==> src/rtl/i2cmbe_pkg.sv <==
// Package for the I2C master bit engine: command and phase payload types,
// opcode enum and shared constants. No dependencies.
package i2cmbe_pkg;

  localparam int unsigned TICK_W      = 16;
  localparam logic [TICK_W-1:0] TICKS_RESET = 16'd100;
  localparam int unsigned QUEUE_DEPTH = 2;

  typedef enum logic [2:0] {
    OP_START    = 3'd0,
    OP_STOP     = 3'd1,
    OP_ACK      = 3'd2,
    OP_NACK     = 3'd3,
    OP_TEST_ACK = 3'd4,
    OP_WRITE    = 3'd5,
    OP_READ     = 3'd6
  } op_e;

  localparam logic [2:0] OPCODE_UNUSED = 3'd7;

  typedef struct packed {
    logic [2:0] opcode;
    logic [7:0] tx_byte;
    logic [7:0] bus_levels;
  } cmd_t;

  typedef struct packed {
    logic       scl_level;
    logic       sda_drive;
    logic       last_phase;
    logic [7:0] rx_byte;
    logic       ack_missing;
  } phase_t;

  typedef struct packed {
    op_e        op;
    logic [7:0] tx_byte;
    logic [7:0] bus_levels;
  } cmd_entry_t;

endpackage

==> src/rtl/i2cmbe_if.sv <==
// Handshake channel interfaces: command in, phase out, tick-count config.
// Depends on i2cmbe_pkg.
interface i2cmbe_cmd_if;
  logic               valid;
  logic               ready;
  i2cmbe_pkg::cmd_t   data;
  modport source (output valid, output data, input ready);
  modport sink   (input valid, input data, output ready);
endinterface

interface i2cmbe_phase_if;
  logic               valid;
  logic               ready;
  i2cmbe_pkg::phase_t data;
  modport source (output valid, output data, input ready);
  modport sink   (input valid, input data, output ready);
endinterface

interface i2cmbe_cfg_if;
  logic                              valid;
  logic                              ready;
  logic [i2cmbe_pkg::TICK_W-1:0]     data;
  modport source (output valid, output data, input ready);
  modport sink   (input valid, input data, output ready);
endinterface

==> src/rtl/i2cmbe_cmd_front.sv <==
// Command front end: accepts command beats, drops the unused opcode and
// registers the decoded entry for the queue. Depends on i2cmbe_pkg, i2cmbe_if.
module i2cmbe_cmd_front (
  input  logic                   clk_i,
  input  logic                   rst_ni,
  i2cmbe_cmd_if.sink             cmd_i,
  output i2cmbe_pkg::cmd_entry_t ent_o,
  output logic                   ent_valid_o,
  input  logic                   ent_ready_i
);
  import i2cmbe_pkg::*;

  logic       valid_q;
  cmd_entry_t ent_q;
  logic       accept;

  assign cmd_i.ready = !valid_q || ent_ready_i;
  assign accept      = cmd_i.valid && cmd_i.ready;

  always_ff @(posedge clk_i or negedge rst_ni) begin
    if (!rst_ni) begin
      valid_q <= 1'b0;
    end else if (cmd_i.ready) begin
      valid_q <= cmd_i.valid && (cmd_i.data.opcode != OPCODE_UNUSED);
    end
  end

  always_ff @(posedge clk_i) begin
    if (accept) begin
      ent_q.op         <= op_e'(cmd_i.data.opcode);
      ent_q.tx_byte    <= cmd_i.data.tx_byte;
      ent_q.bus_levels <= cmd_i.data.bus_levels;
    end
  end

  assign ent_o       = ent_q;
  assign ent_valid_o = valid_q;

endmodule

==> src/rtl/i2cmbe_cmd_fifo.sv <==
// Small command queue between the front end and the phase sequencer.
// Depends on i2cmbe_pkg.
module i2cmbe_cmd_fifo #(
  parameter int unsigned Depth = i2cmbe_pkg::QUEUE_DEPTH
) (
  input  logic                   clk_i,
  input  logic                   rst_ni,
  input  i2cmbe_pkg::cmd_entry_t push_data_i,
  input  logic                   push_valid_i,
  output logic                   push_ready_o,
  output i2cmbe_pkg::cmd_entry_t pop_data_o,
  output logic                   pop_valid_o,
  input  logic                   pop_ready_i
);
  import i2cmbe_pkg::*;

  localparam int unsigned PtrW = (Depth > 1) ? $clog2(Depth) : 1;
  localparam int unsigned CntW = $clog2(Depth + 1);

  cmd_entry_t      mem_q [Depth];
  logic [PtrW-1:0] wr_ptr_q, rd_ptr_q;
  logic [CntW-1:0] count_q;
  logic            push, pop;

  assign push_ready_o = (count_q != CntW'(Depth));
  assign pop_valid_o  = (count_q != '0);
  assign push         = push_valid_i && push_ready_o;
  assign pop          = pop_valid_o && pop_ready_i;
  assign pop_data_o   = mem_q[rd_ptr_q];

  always_ff @(posedge clk_i or negedge rst_ni) begin
    if (!rst_ni) begin
      wr_ptr_q <= '0;
      rd_ptr_q <= '0;
      count_q  <= '0;
    end else begin
      if (push) begin
        wr_ptr_q <= (wr_ptr_q == PtrW'(Depth - 1)) ? '0 : wr_ptr_q + PtrW'(1);
      end
      if (pop) begin
        rd_ptr_q <= (rd_ptr_q == PtrW'(Depth - 1)) ? '0 : rd_ptr_q + PtrW'(1);
      end
      if (push && !pop) begin
        count_q <= count_q + CntW'(1);
      end else if (pop && !push) begin
        count_q <= count_q - CntW'(1);
      end
    end
  end

  always_ff @(posedge clk_i) begin
    if (push) begin
      mem_q[wr_ptr_q] <= push_data_i;
    end
  end

endmodule

==> src/rtl/i2cmbe_phase_seq.sv <==
// Phase sequencer: walks one command through its SCL/SDA phases, holds each
// phase for the configured tick count. Depends on i2cmbe_pkg, i2cmbe_if.
module i2cmbe_phase_seq (
  input  logic                   clk_i,
  input  logic                   rst_ni,
  input  i2cmbe_pkg::cmd_entry_t ent_i,
  input  logic                   ent_valid_i,
  output logic                   ent_ready_o,
  i2cmbe_cfg_if.sink             cfg_i,
  i2cmbe_phase_if.source         phase_o
);
  import i2cmbe_pkg::*;

  typedef enum logic [1:0] {
    S_IDLE,
    S_GEN,
    S_EMIT,
    S_HOLD
  } state_e;

  state_e            state_q;
  op_e               op_q;
  logic [4:0]        idx_q;
  logic [7:0]        shift_q;
  logic [7:0]        lev_q;
  logic [7:0]        rx_q;
  logic              line_scl_q, line_sda_q;
  logic [TICK_W-1:0] timer_q;
  logic [TICK_W-1:0] ticks_q;
  phase_t            out_q;
  logic              out_valid_q;

  phase_t            ph;
  logic [4:0]        last_idx;
  logic              is_last;

  always_comb begin
    case (op_q)
      OP_NACK:           last_idx = 5'd1;
      OP_WRITE, OP_READ: last_idx = 5'd16;
      default:           last_idx = 5'd2;
    endcase
  end

  assign is_last = (idx_q == last_idx);

  always_comb begin
    ph            = '0;
    ph.last_phase = is_last;
    case (op_q)
      OP_START: begin
        ph.scl_level = (idx_q != 5'd2);
        ph.sda_drive = (idx_q == 5'd0);
      end
      OP_STOP: begin
        ph.scl_level = (idx_q != 5'd0);
        ph.sda_drive = (idx_q == 5'd2);
      end
      OP_ACK: begin
        ph.scl_level = (idx_q == 5'd0);
        ph.sda_drive = (idx_q == 5'd2);
      end
      OP_NACK: begin
        ph.scl_level = (idx_q == 5'd0);
        ph.sda_drive = 1'b1;
      end
      OP_TEST_ACK: begin
        ph.scl_level   = (idx_q == 5'd0) ? line_scl_q : (idx_q == 5'd1);
        ph.sda_drive   = 1'b1;
        ph.ack_missing = is_last && lev_q[0];
      end
      OP_WRITE: begin
        if (is_last) begin
          ph.scl_level = 1'b0;
          ph.sda_drive = line_sda_q;
        end else begin
          ph.scl_level = idx_q[0] || ((idx_q == 5'd0) && line_scl_q);
          ph.sda_drive = shift_q[7];
        end
      end
      OP_READ: begin
        ph.scl_level = (idx_q == 5'd0) ? line_scl_q : idx_q[0];
        ph.sda_drive = 1'b1;
        ph.rx_byte   = is_last ? rx_q : 8'h00;
      end
      default: begin
        ph.scl_level = line_scl_q;
        ph.sda_drive = line_sda_q;
      end
    endcase
  end

  assign ent_ready_o   = (state_q == S_IDLE);
  assign phase_o.valid = out_valid_q;
  assign phase_o.data  = out_q;
  assign cfg_i.ready   = 1'b1;

  always_ff @(posedge clk_i or negedge rst_ni) begin
    if (!rst_ni) begin
      ticks_q <= TICKS_RESET;
    end else if (cfg_i.valid) begin
      ticks_q <= cfg_i.data;
    end
  end

  always_ff @(posedge clk_i or negedge rst_ni) begin
    if (!rst_ni) begin
      state_q     <= S_IDLE;
      op_q        <= OP_START;
      idx_q       <= '0;
      shift_q     <= '0;
      lev_q       <= '0;
      rx_q        <= '0;
      line_scl_q  <= 1'b1;
      line_sda_q  <= 1'b1;
      timer_q     <= '0;
      out_q       <= '0;
      out_valid_q <= 1'b0;
    end else begin
      case (state_q)
        S_IDLE: begin
          if (ent_valid_i) begin
            op_q    <= ent_i.op;
            shift_q <= ent_i.tx_byte;
            lev_q   <= ent_i.bus_levels;
            rx_q    <= '0;
            idx_q   <= '0;
            state_q <= S_GEN;
          end
        end
        S_GEN: begin
          out_q       <= ph;
          out_valid_q <= 1'b1;
          line_scl_q  <= ph.scl_level;
          line_sda_q  <= ph.sda_drive;
          if (idx_q[0] && (op_q == OP_WRITE)) begin
            shift_q <= {shift_q[6:0], 1'b0};
          end
          if (idx_q[0] && (op_q == OP_READ)) begin
            rx_q  <= {rx_q[6:0], lev_q[7]};
            lev_q <= {lev_q[6:0], 1'b0};
          end
          state_q <= S_EMIT;
        end
        S_EMIT: begin
          if (phase_o.ready) begin
            out_valid_q <= 1'b0;
            timer_q     <= (ticks_q == '0) ? '0 : ticks_q - TICK_W'(1);
            state_q     <= S_HOLD;
          end
        end
        S_HOLD: begin
          if (timer_q == '0) begin
            if (out_q.last_phase) begin
              state_q <= S_IDLE;
            end else begin
              idx_q   <= idx_q + 5'd1;
              state_q <= S_GEN;
            end
          end else begin
            timer_q <= timer_q - TICK_W'(1);
          end
        end
        default: state_q <= S_IDLE;
      endcase
    end
  end

  a_ack_flag_only_test: assert property (@(posedge clk_i) disable iff (!rst_ni)
    phase_o.valid && phase_o.data.ack_missing |->
      (op_q == OP_TEST_ACK) && phase_o.data.last_phase)
    else $error("ack_missing outside test ack last beat");

  a_rx_only_read_last: assert property (@(posedge clk_i) disable iff (!rst_ni)
    phase_o.valid && (phase_o.data.rx_byte != 8'h00) |->
      (op_q == OP_READ) && phase_o.data.last_phase)
    else $error("rx_byte set outside read last beat");

  a_lines_stable_hold: assert property (@(posedge clk_i) disable iff (!rst_ni)
    state_q == S_HOLD |=> $stable(line_scl_q) && $stable(line_sda_q))
    else $error("line levels moved during hold");

  a_no_pop_with_beat: assert property (@(posedge clk_i) disable iff (!rst_ni)
    ent_ready_o |-> !phase_o.valid)
    else $error("command popped while a phase beat is pending");

endmodule

==> src/rtl/i2c_master_bit_engine.sv <==
// Top level of the I2C master bit engine: front end, command queue, phase
// sequencer. Depends on i2cmbe_pkg, i2cmbe_if and the three submodules.
//
//   port     dir   role
//   cmd_i    in    command beat: opcode, tx_byte, bus_levels
//   cfg_i    in    phase_ticks write (always ready)
//   phase_o  out   line phase beat: scl, sda, last, rx_byte, ack_missing
//
// Each phase is built, presented and then held for phase_ticks by the hold timer
// in the sequencer; a command runs through its N phases (2..17) one after another.
// Commands queue ahead through the front register and the command queue while
// the sequencer works. A stalled phase beat holds the sequencer; the hold
// starts once the beat is taken. Reset leaves both lines released and
// phase_ticks at 100.
module i2c_master_bit_engine #(
  parameter int unsigned CmdQueueDepth = i2cmbe_pkg::QUEUE_DEPTH
) (
  input  logic           clk_i,
  input  logic           rst_ni,
  i2cmbe_cmd_if.sink     cmd_i,
  i2cmbe_cfg_if.sink     cfg_i,
  i2cmbe_phase_if.source phase_o
);
  import i2cmbe_pkg::*;

  cmd_entry_t front_ent, queue_ent;
  logic       front_valid, front_ready;
  logic       queue_valid, queue_ready;

  i2cmbe_cmd_front u_front (
    .clk_i       (clk_i),
    .rst_ni      (rst_ni),
    .cmd_i       (cmd_i),
    .ent_o       (front_ent),
    .ent_valid_o (front_valid),
    .ent_ready_i (front_ready)
  );

  i2cmbe_cmd_fifo #(
    .Depth (CmdQueueDepth)
  ) u_queue (
    .clk_i        (clk_i),
    .rst_ni       (rst_ni),
    .push_data_i  (front_ent),
    .push_valid_i (front_valid),
    .push_ready_o (front_ready),
    .pop_data_o   (queue_ent),
    .pop_valid_o  (queue_valid),
    .pop_ready_i  (queue_ready)
  );

  i2cmbe_phase_seq u_seq (
    .clk_i       (clk_i),
    .rst_ni      (rst_ni),
    .ent_i       (queue_ent),
    .ent_valid_i (queue_valid),
    .ent_ready_o (queue_ready),
    .cfg_i       (cfg_i),
    .phase_o     (phase_o)
  );

endmodule
==> src/flat_wrapper.sv <==
// flat-port wrapper written by rule: the top's interface ports become plain ports
module i2c_master_bit_engine_flat import i2cmbe_pkg::*;
#(
  parameter int unsigned CmdQueueDepth = i2cmbe_pkg::QUEUE_DEPTH
)
  (clk_i, rst_ni, cmd_i_valid, cmd_i_data, cmd_i_ready, cfg_i_valid, cfg_i_data, cfg_i_ready, phase_o_valid, phase_o_data, phase_o_ready);
  i2cmbe_cmd_if cmd_i_i ();
  i2cmbe_cfg_if cfg_i_i ();
  i2cmbe_phase_if phase_o_i ();
  input  logic clk_i;
  input  logic rst_ni;
  input wire logic [$bits(cmd_i_i.valid)-1:0] cmd_i_valid;
  input wire logic [$bits(cmd_i_i.data)-1:0] cmd_i_data;
  output wire logic [$bits(cmd_i_i.ready)-1:0] cmd_i_ready;
  input wire logic [$bits(cfg_i_i.valid)-1:0] cfg_i_valid;
  input wire logic [$bits(cfg_i_i.data)-1:0] cfg_i_data;
  output wire logic [$bits(cfg_i_i.ready)-1:0] cfg_i_ready;
  output wire logic [$bits(phase_o_i.valid)-1:0] phase_o_valid;
  output wire logic [$bits(phase_o_i.data)-1:0] phase_o_data;
  input wire logic [$bits(phase_o_i.ready)-1:0] phase_o_ready;
  assign cmd_i_i.valid = cmd_i_valid;
  assign cmd_i_i.data = cmd_i_data;
  assign cmd_i_ready = cmd_i_i.ready;
  assign cfg_i_i.valid = cfg_i_valid;
  assign cfg_i_i.data = cfg_i_data;
  assign cfg_i_ready = cfg_i_i.ready;
  assign phase_o_valid = phase_o_i.valid;
  assign phase_o_data = phase_o_i.data;
  assign phase_o_i.ready = phase_o_ready;
  i2c_master_bit_engine #(.CmdQueueDepth(CmdQueueDepth)) u_core (.clk_i(clk_i), .rst_ni(rst_ni), .cmd_i(cmd_i_i), .cfg_i(cfg_i_i), .phase_o(phase_o_i));
endmodule
==> config.mk <==
export PLATFORM = sky130hd
export DESIGN_NAME = i2c_master_bit_engine_flat
export DESIGN_NICKNAME = d
export VERILOG_FILES = /design/src/rtl/i2cmbe_pkg.sv /design/src/rtl/i2cmbe_if.sv /design/src/rtl/i2cmbe_cmd_front.sv /design/src/rtl/i2cmbe_cmd_fifo.sv /design/src/rtl/i2cmbe_phase_seq.sv /design/src/rtl/i2c_master_bit_engine.sv /design/src/flat_wrapper.sv
export SDC_FILE = /design/constraint.sdc
export NUM_CORES = 1
export LEC_CHECK = 0
export BUFFER_PORTS_ARGS = -buffer_cell sky130_fd_sc_hd__buf_4
export CAP_MARGIN = 10
export CORE_MARGIN = 2
export CORE_UTILIZATION = 40
export DETAILED_ROUTE_END_ITERATION = 12
export GPL_TIMING_DRIVEN = 0
export MAX_ROUTING_LAYER = met4
export PLACE_DENSITY = 0.57
export SETUP_SLACK_MARGIN = 0.4
export SLEW_MARGIN = 20
export SYNTH_ARGS = -nofsm -noshare
export SYNTH_HDL_FRONTEND = slang
export SYNTH_HIERARCHICAL = 1
export SYNTH_SLANG_ARGS = --single-unit
==> constraint.sdc <==
create_clock -name clk_i -period 2.8 [get_ports clk_i]
set_clock_uncertainty 0.1 [all_clocks]
set_input_delay 0.56 -clock clk_i [delete_from_list [all_inputs] [get_ports clk_i]]
set_output_delay 0.56 -clock clk_i [all_outputs]
set_load 0.02 [all_outputs]
==> impl_metrics.env <==
export IMPL_startpoint_type="flip-flop"
export IMPL_synth_compound_area_share=0.1158
export IMPL_synthToLayoutAreaGrowth_pct=22.16
export IMPL_p_int_w=0.005451
export IMPL_start_util=0.4086
export IMPL_routed_wl_mm=14.33
export IMPL_p_comb_frac=0.364
export IMPL_netlist_area_um2=6751
export IMPL_path_cells="or4_4 > or4b_4 > o41a_1 > o21ai_1 > o211ai_1"
export IMPL_gp_congestion=0.8388
export IMPL_detail_route_iter0_violations=431
export IMPL_drive_gt1_frac=0.2823
export IMPL_seqPwrFrac=0.379
export IMPL_synth_mux_area_fraction=0.09470
export IMPL_drt_pass1_iter_count=8
export IMPL_timing_hold_ws_ns=-0.01126
export IMPL_ys_seq_elements=143
export IMPL_drv_slew=0
export IMPL_slowest_stage="or4_4"
export IMPL_root_buffer="clkbuf_16"
export IMPL_grt_usage=0.1732
export IMPL_syn_nets=621
export IMPL_relSlewSlack=0.3797
export IMPL_netSwitchingPower_w=0.003170
export IMPL_seq_area_frac_synth=0.5732
export IMPL_fp_dieH_um=133.9
export IMPL_swShare=0.3677
export IMPL_worst_pin_slew_ns=0.9305
export IMPL_rsz0062_at_grt="true"
export IMPL_synthCells=570
export IMPL_power_share_clock=0.257
export IMPL_endpoint_kind="flip-flop"
export IMPL_vias_per_cell=5.274
export IMPL_avgRoutedWirePerCell_um=16.18
export IMPL_outcome="complete, but fails checks"
export IMPL_htreeDepth=4
export IMPL_fin_util=0.4991
export IMPL_max_freq_mhz=423.8
export IMPL_cap_violations=0
export IMPL_fin_crit_sh=0.8428
export IMPL_peakVddDrop_v=0.0004911
export IMPL_ios=55
export IMPL_worstPathRequired_ns=2.98
export IMPL_path_class="reg -> reg"
export IMPL_grt_max_degree=58
export IMPL_clk_latency_ns=0.42
export IMPL_power_density_nw_per_um2=1045
export IMPL_synth_async_reset_ratio=0.6014
export IMPL_synth_adder_area_share=0.02039
export IMPL_hold_class="in -> async"
export IMPL_power_w=0.008621
export IMPL_startpoint="u_core/u_seq/timer_q[0]"
export IMPL_syn_avg_cell_area_um2=11.84
export IMPL_n_antenna_cell=0
export IMPL_antenna_left=0
export IMPL_clock_sinks=143
export IMPL_core_area_um2=16520
export IMPL_setup_viol_count_final=0
export IMPL_hold_viol=13
export IMPL_clk_pin_slew_ns=0.06
export IMPL_ctsLongestPathBuffers=2
export IMPL_power_leakage_nw=3.314
export IMPL_fp_dieArea_um2=17930
export IMPL_cts_tree="done"
export IMPL_grt_pass1_vias=4705
export IMPL_holdBufCountCts=0
export IMPL_synth_simple_gate_area_share=0.1420
export IMPL_grt_pass1_wl_mm=23.67
export IMPL_slowest_delay_ns=0.59
export IMPL_synth_top_family_by_area="simple AND/OR/NAND/NOR gates"
export IMPL_drcViolationCount=0
export IMPL_ys_types=72
export IMPL_worst_path_max_fanout=4
export IMPL_die_w_um=133.9
export IMPL_rr_startpoint="u_core/u_seq/timer_q[0]"
export IMPL_ys_warnings_count=6
export IMPL_fin_crit_ns=2.360
export IMPL_synth_flop_cell="dfrtp_1"
export IMPL_synth_edf_count=57
export IMPL_arrival_ns=2.54
export IMPL_dpl_hpwl_mm=9.936
export IMPL_grt_ovfl_total=0
export IMPL_io_buffers=52
export IMPL_numCtsBuffers=17
export IMPL_rows=47
export IMPL_fin_setup_tns_ns=0
export IMPL_fin_nets=704
export IMPL_yosys_area_share_xor_xnor=0.02465
export IMPL_vias=4673
export IMPL_fillers=1466
export IMPL_antenna_found_initial=0
export IMPL_violations="negative hold slack"
[worst paths after layout]
check | end | slack (ns) | cells past startpoint
min reg2reg | u_core/u_queue/mem_q[0][6] | 0.34 | 0
max reg2reg | u_core/u_seq/timer_q[13] | 0.44 | 5
max in group asynchronous | u_core/u_seq/line_scl_q | 1.92 | 2
max | u_core/u_seq/timer_q[13] | 0.44 | 5
min | u_core/u_queue/wr_ptr_q | -0.01 | 1
min in group clk_i | u_core/u_front/ent_o[12] | 0.21 | 1
[critical path, delay by kind of cell, from the launching register on]
family           cells  cell delay (ns)
AO/OA/AOI/OAI        3             0.57
AND/OR/NAND/NOR      2             1.14
flip-flops           1             0.42
[state kept, by name (all words and copies together) (netlist names), 2 cells and up]
name / cells
u_core/u_seq/phase_o.data: 12
u_core/u_seq/ticks_q: 16
u_core/u_queue/count_q: 2
u_core/u_seq/timer_q: 16
u_core/u_queue/mem_q: 38
u_core/u_seq/op_q: 3
u_core/u_seq/shift_q: 8
u_core/u_seq/lev_q: 8
u_core/u_seq/idx_q: 5
u_core/u_front/ent_o: 19
u_core/u_seq/rx_q: 8
u_core/u_seq/state_q: 2
[cell usage in the layout (no fill, tap or decap), types with 6 or more instances in the layout]
| cell type | count |
|---|---|
| a21oi_1 | 14 |
| a22o_1 | 8 |
| buf_4 | 63 |
| clkbuf_1 | 9 |
| clkbuf_16 | 17 |
| clkbuf_2 | 10 |
| dfrtp_1 | 79 |
| edfxtp_1 | 57 |
| ha_1 | 10 |
| inv_1 | 16 |
| inv_6 | 6 |
| mux2_2 | 39 |
| mux2i_1 | 19 |
| nand2_1 | 53 |
| nand3_1 | 18 |
| nor2_1 | 37 |
| nor2b_1 | 6 |
| nor4_1 | 6 |
| o21a_1 | 6 |
| o21ai_0 | 26 |
| or4_1 | 8 |
| xnor2_1 | 13 |
| xor2_1 | 6 |
[cells by family after synthesis]
kind of cell,count (synthesis)
and+or+nand+nor,180
other,1
buffers and inverters,45
muxes,59
DFF,143
adders and majority gates,11
AOI/OAI and AO/OA,112
xor gates and xnor gates,19
[per-stage QoR]
| stage | cell area [µm²] | cells | setup WS (ns) |
|---|---|---|---|
| finish | 8248 | 886 | 0.4402 |
| global route | 8248 | 886 | 0.3161 |
| CTS | 8095 | 879 | 0.3773 |
| detailed placement | 7458 | 844 | -0.1348 |
| global placement | 7417 | 842 | -0.1335 |
| floorplan | 6751 | 570 | 0.4778 |
[final cells by class]
class                           count  area [µm²]  area share
Clock inverter                     14       141.4     0.01714
Tap cell                          220       275.3     0.03337
Sequential cell                   143        3872      0.4695
Buffer                             27       140.1     0.01699
Clock buffer                       18       439.2     0.05325
Multi-Input combinational cell    382        2795      0.3389
Timing Repair Buffer               64       516.7     0.06265
Inverter                           18       67.56    0.008192
[what timing repair did]
action                     CTS  global route
resized for setup           11            32
setup endpoints to repair   40            42
pin swaps                    1             5
setup buffers                3             7
[synth_stat cells, drive strengths merged (5+ instances only)]
cell type  instances  share of area
a21oi             15          0.011
a22o               8          0.010
buf                8         0.0082
clkbuf            19          0.011
dfrtp             81           0.30
dfstp              5          0.019
edfxtp            57           0.25
ha                11          0.020
inv               18          0.010
mux2              39          0.065
mux2i             20          0.030
nand2             54          0.031
nand2b             6         0.0078
nand3             20          0.015
nand4              5         0.0046
nor2              38          0.021
nor2b              6         0.0056
nor3               9         0.0098
nor4               8         0.0083
o21a               6         0.0067
o21ai             32          0.025
o311ai             5         0.0065
or4                9          0.011
xnor2             13          0.017
xor2               6         0.0078
[layer usage]
metal  vias to the layer above  GRT usage  wire, µm  share of wire
li1                       2274          -         -              -
met1                      2292     0.2180      6443           0.45
met2                        94     0.2795      7226           0.50
met3                        13    0.04119       538          0.038
met4                         0    0.05142       123         0.0086
met5                         -          -         0              0
[power by group through the flow]
stage	combinational (W)	sequential, W	clock, W
2_1_floorplan	0.00216	0.00319	0
3_3_place_gp	0.00284	0.00325	0
3_5_place_dp	0.00293	0.00327	0
4_1_cts	0.00300	0.00324	0.00228
5_1_grt	0.00349	0.00334	0.00237
6_report	0.00314	0.00326	0.00222
(Power assumes the default switching activity.)
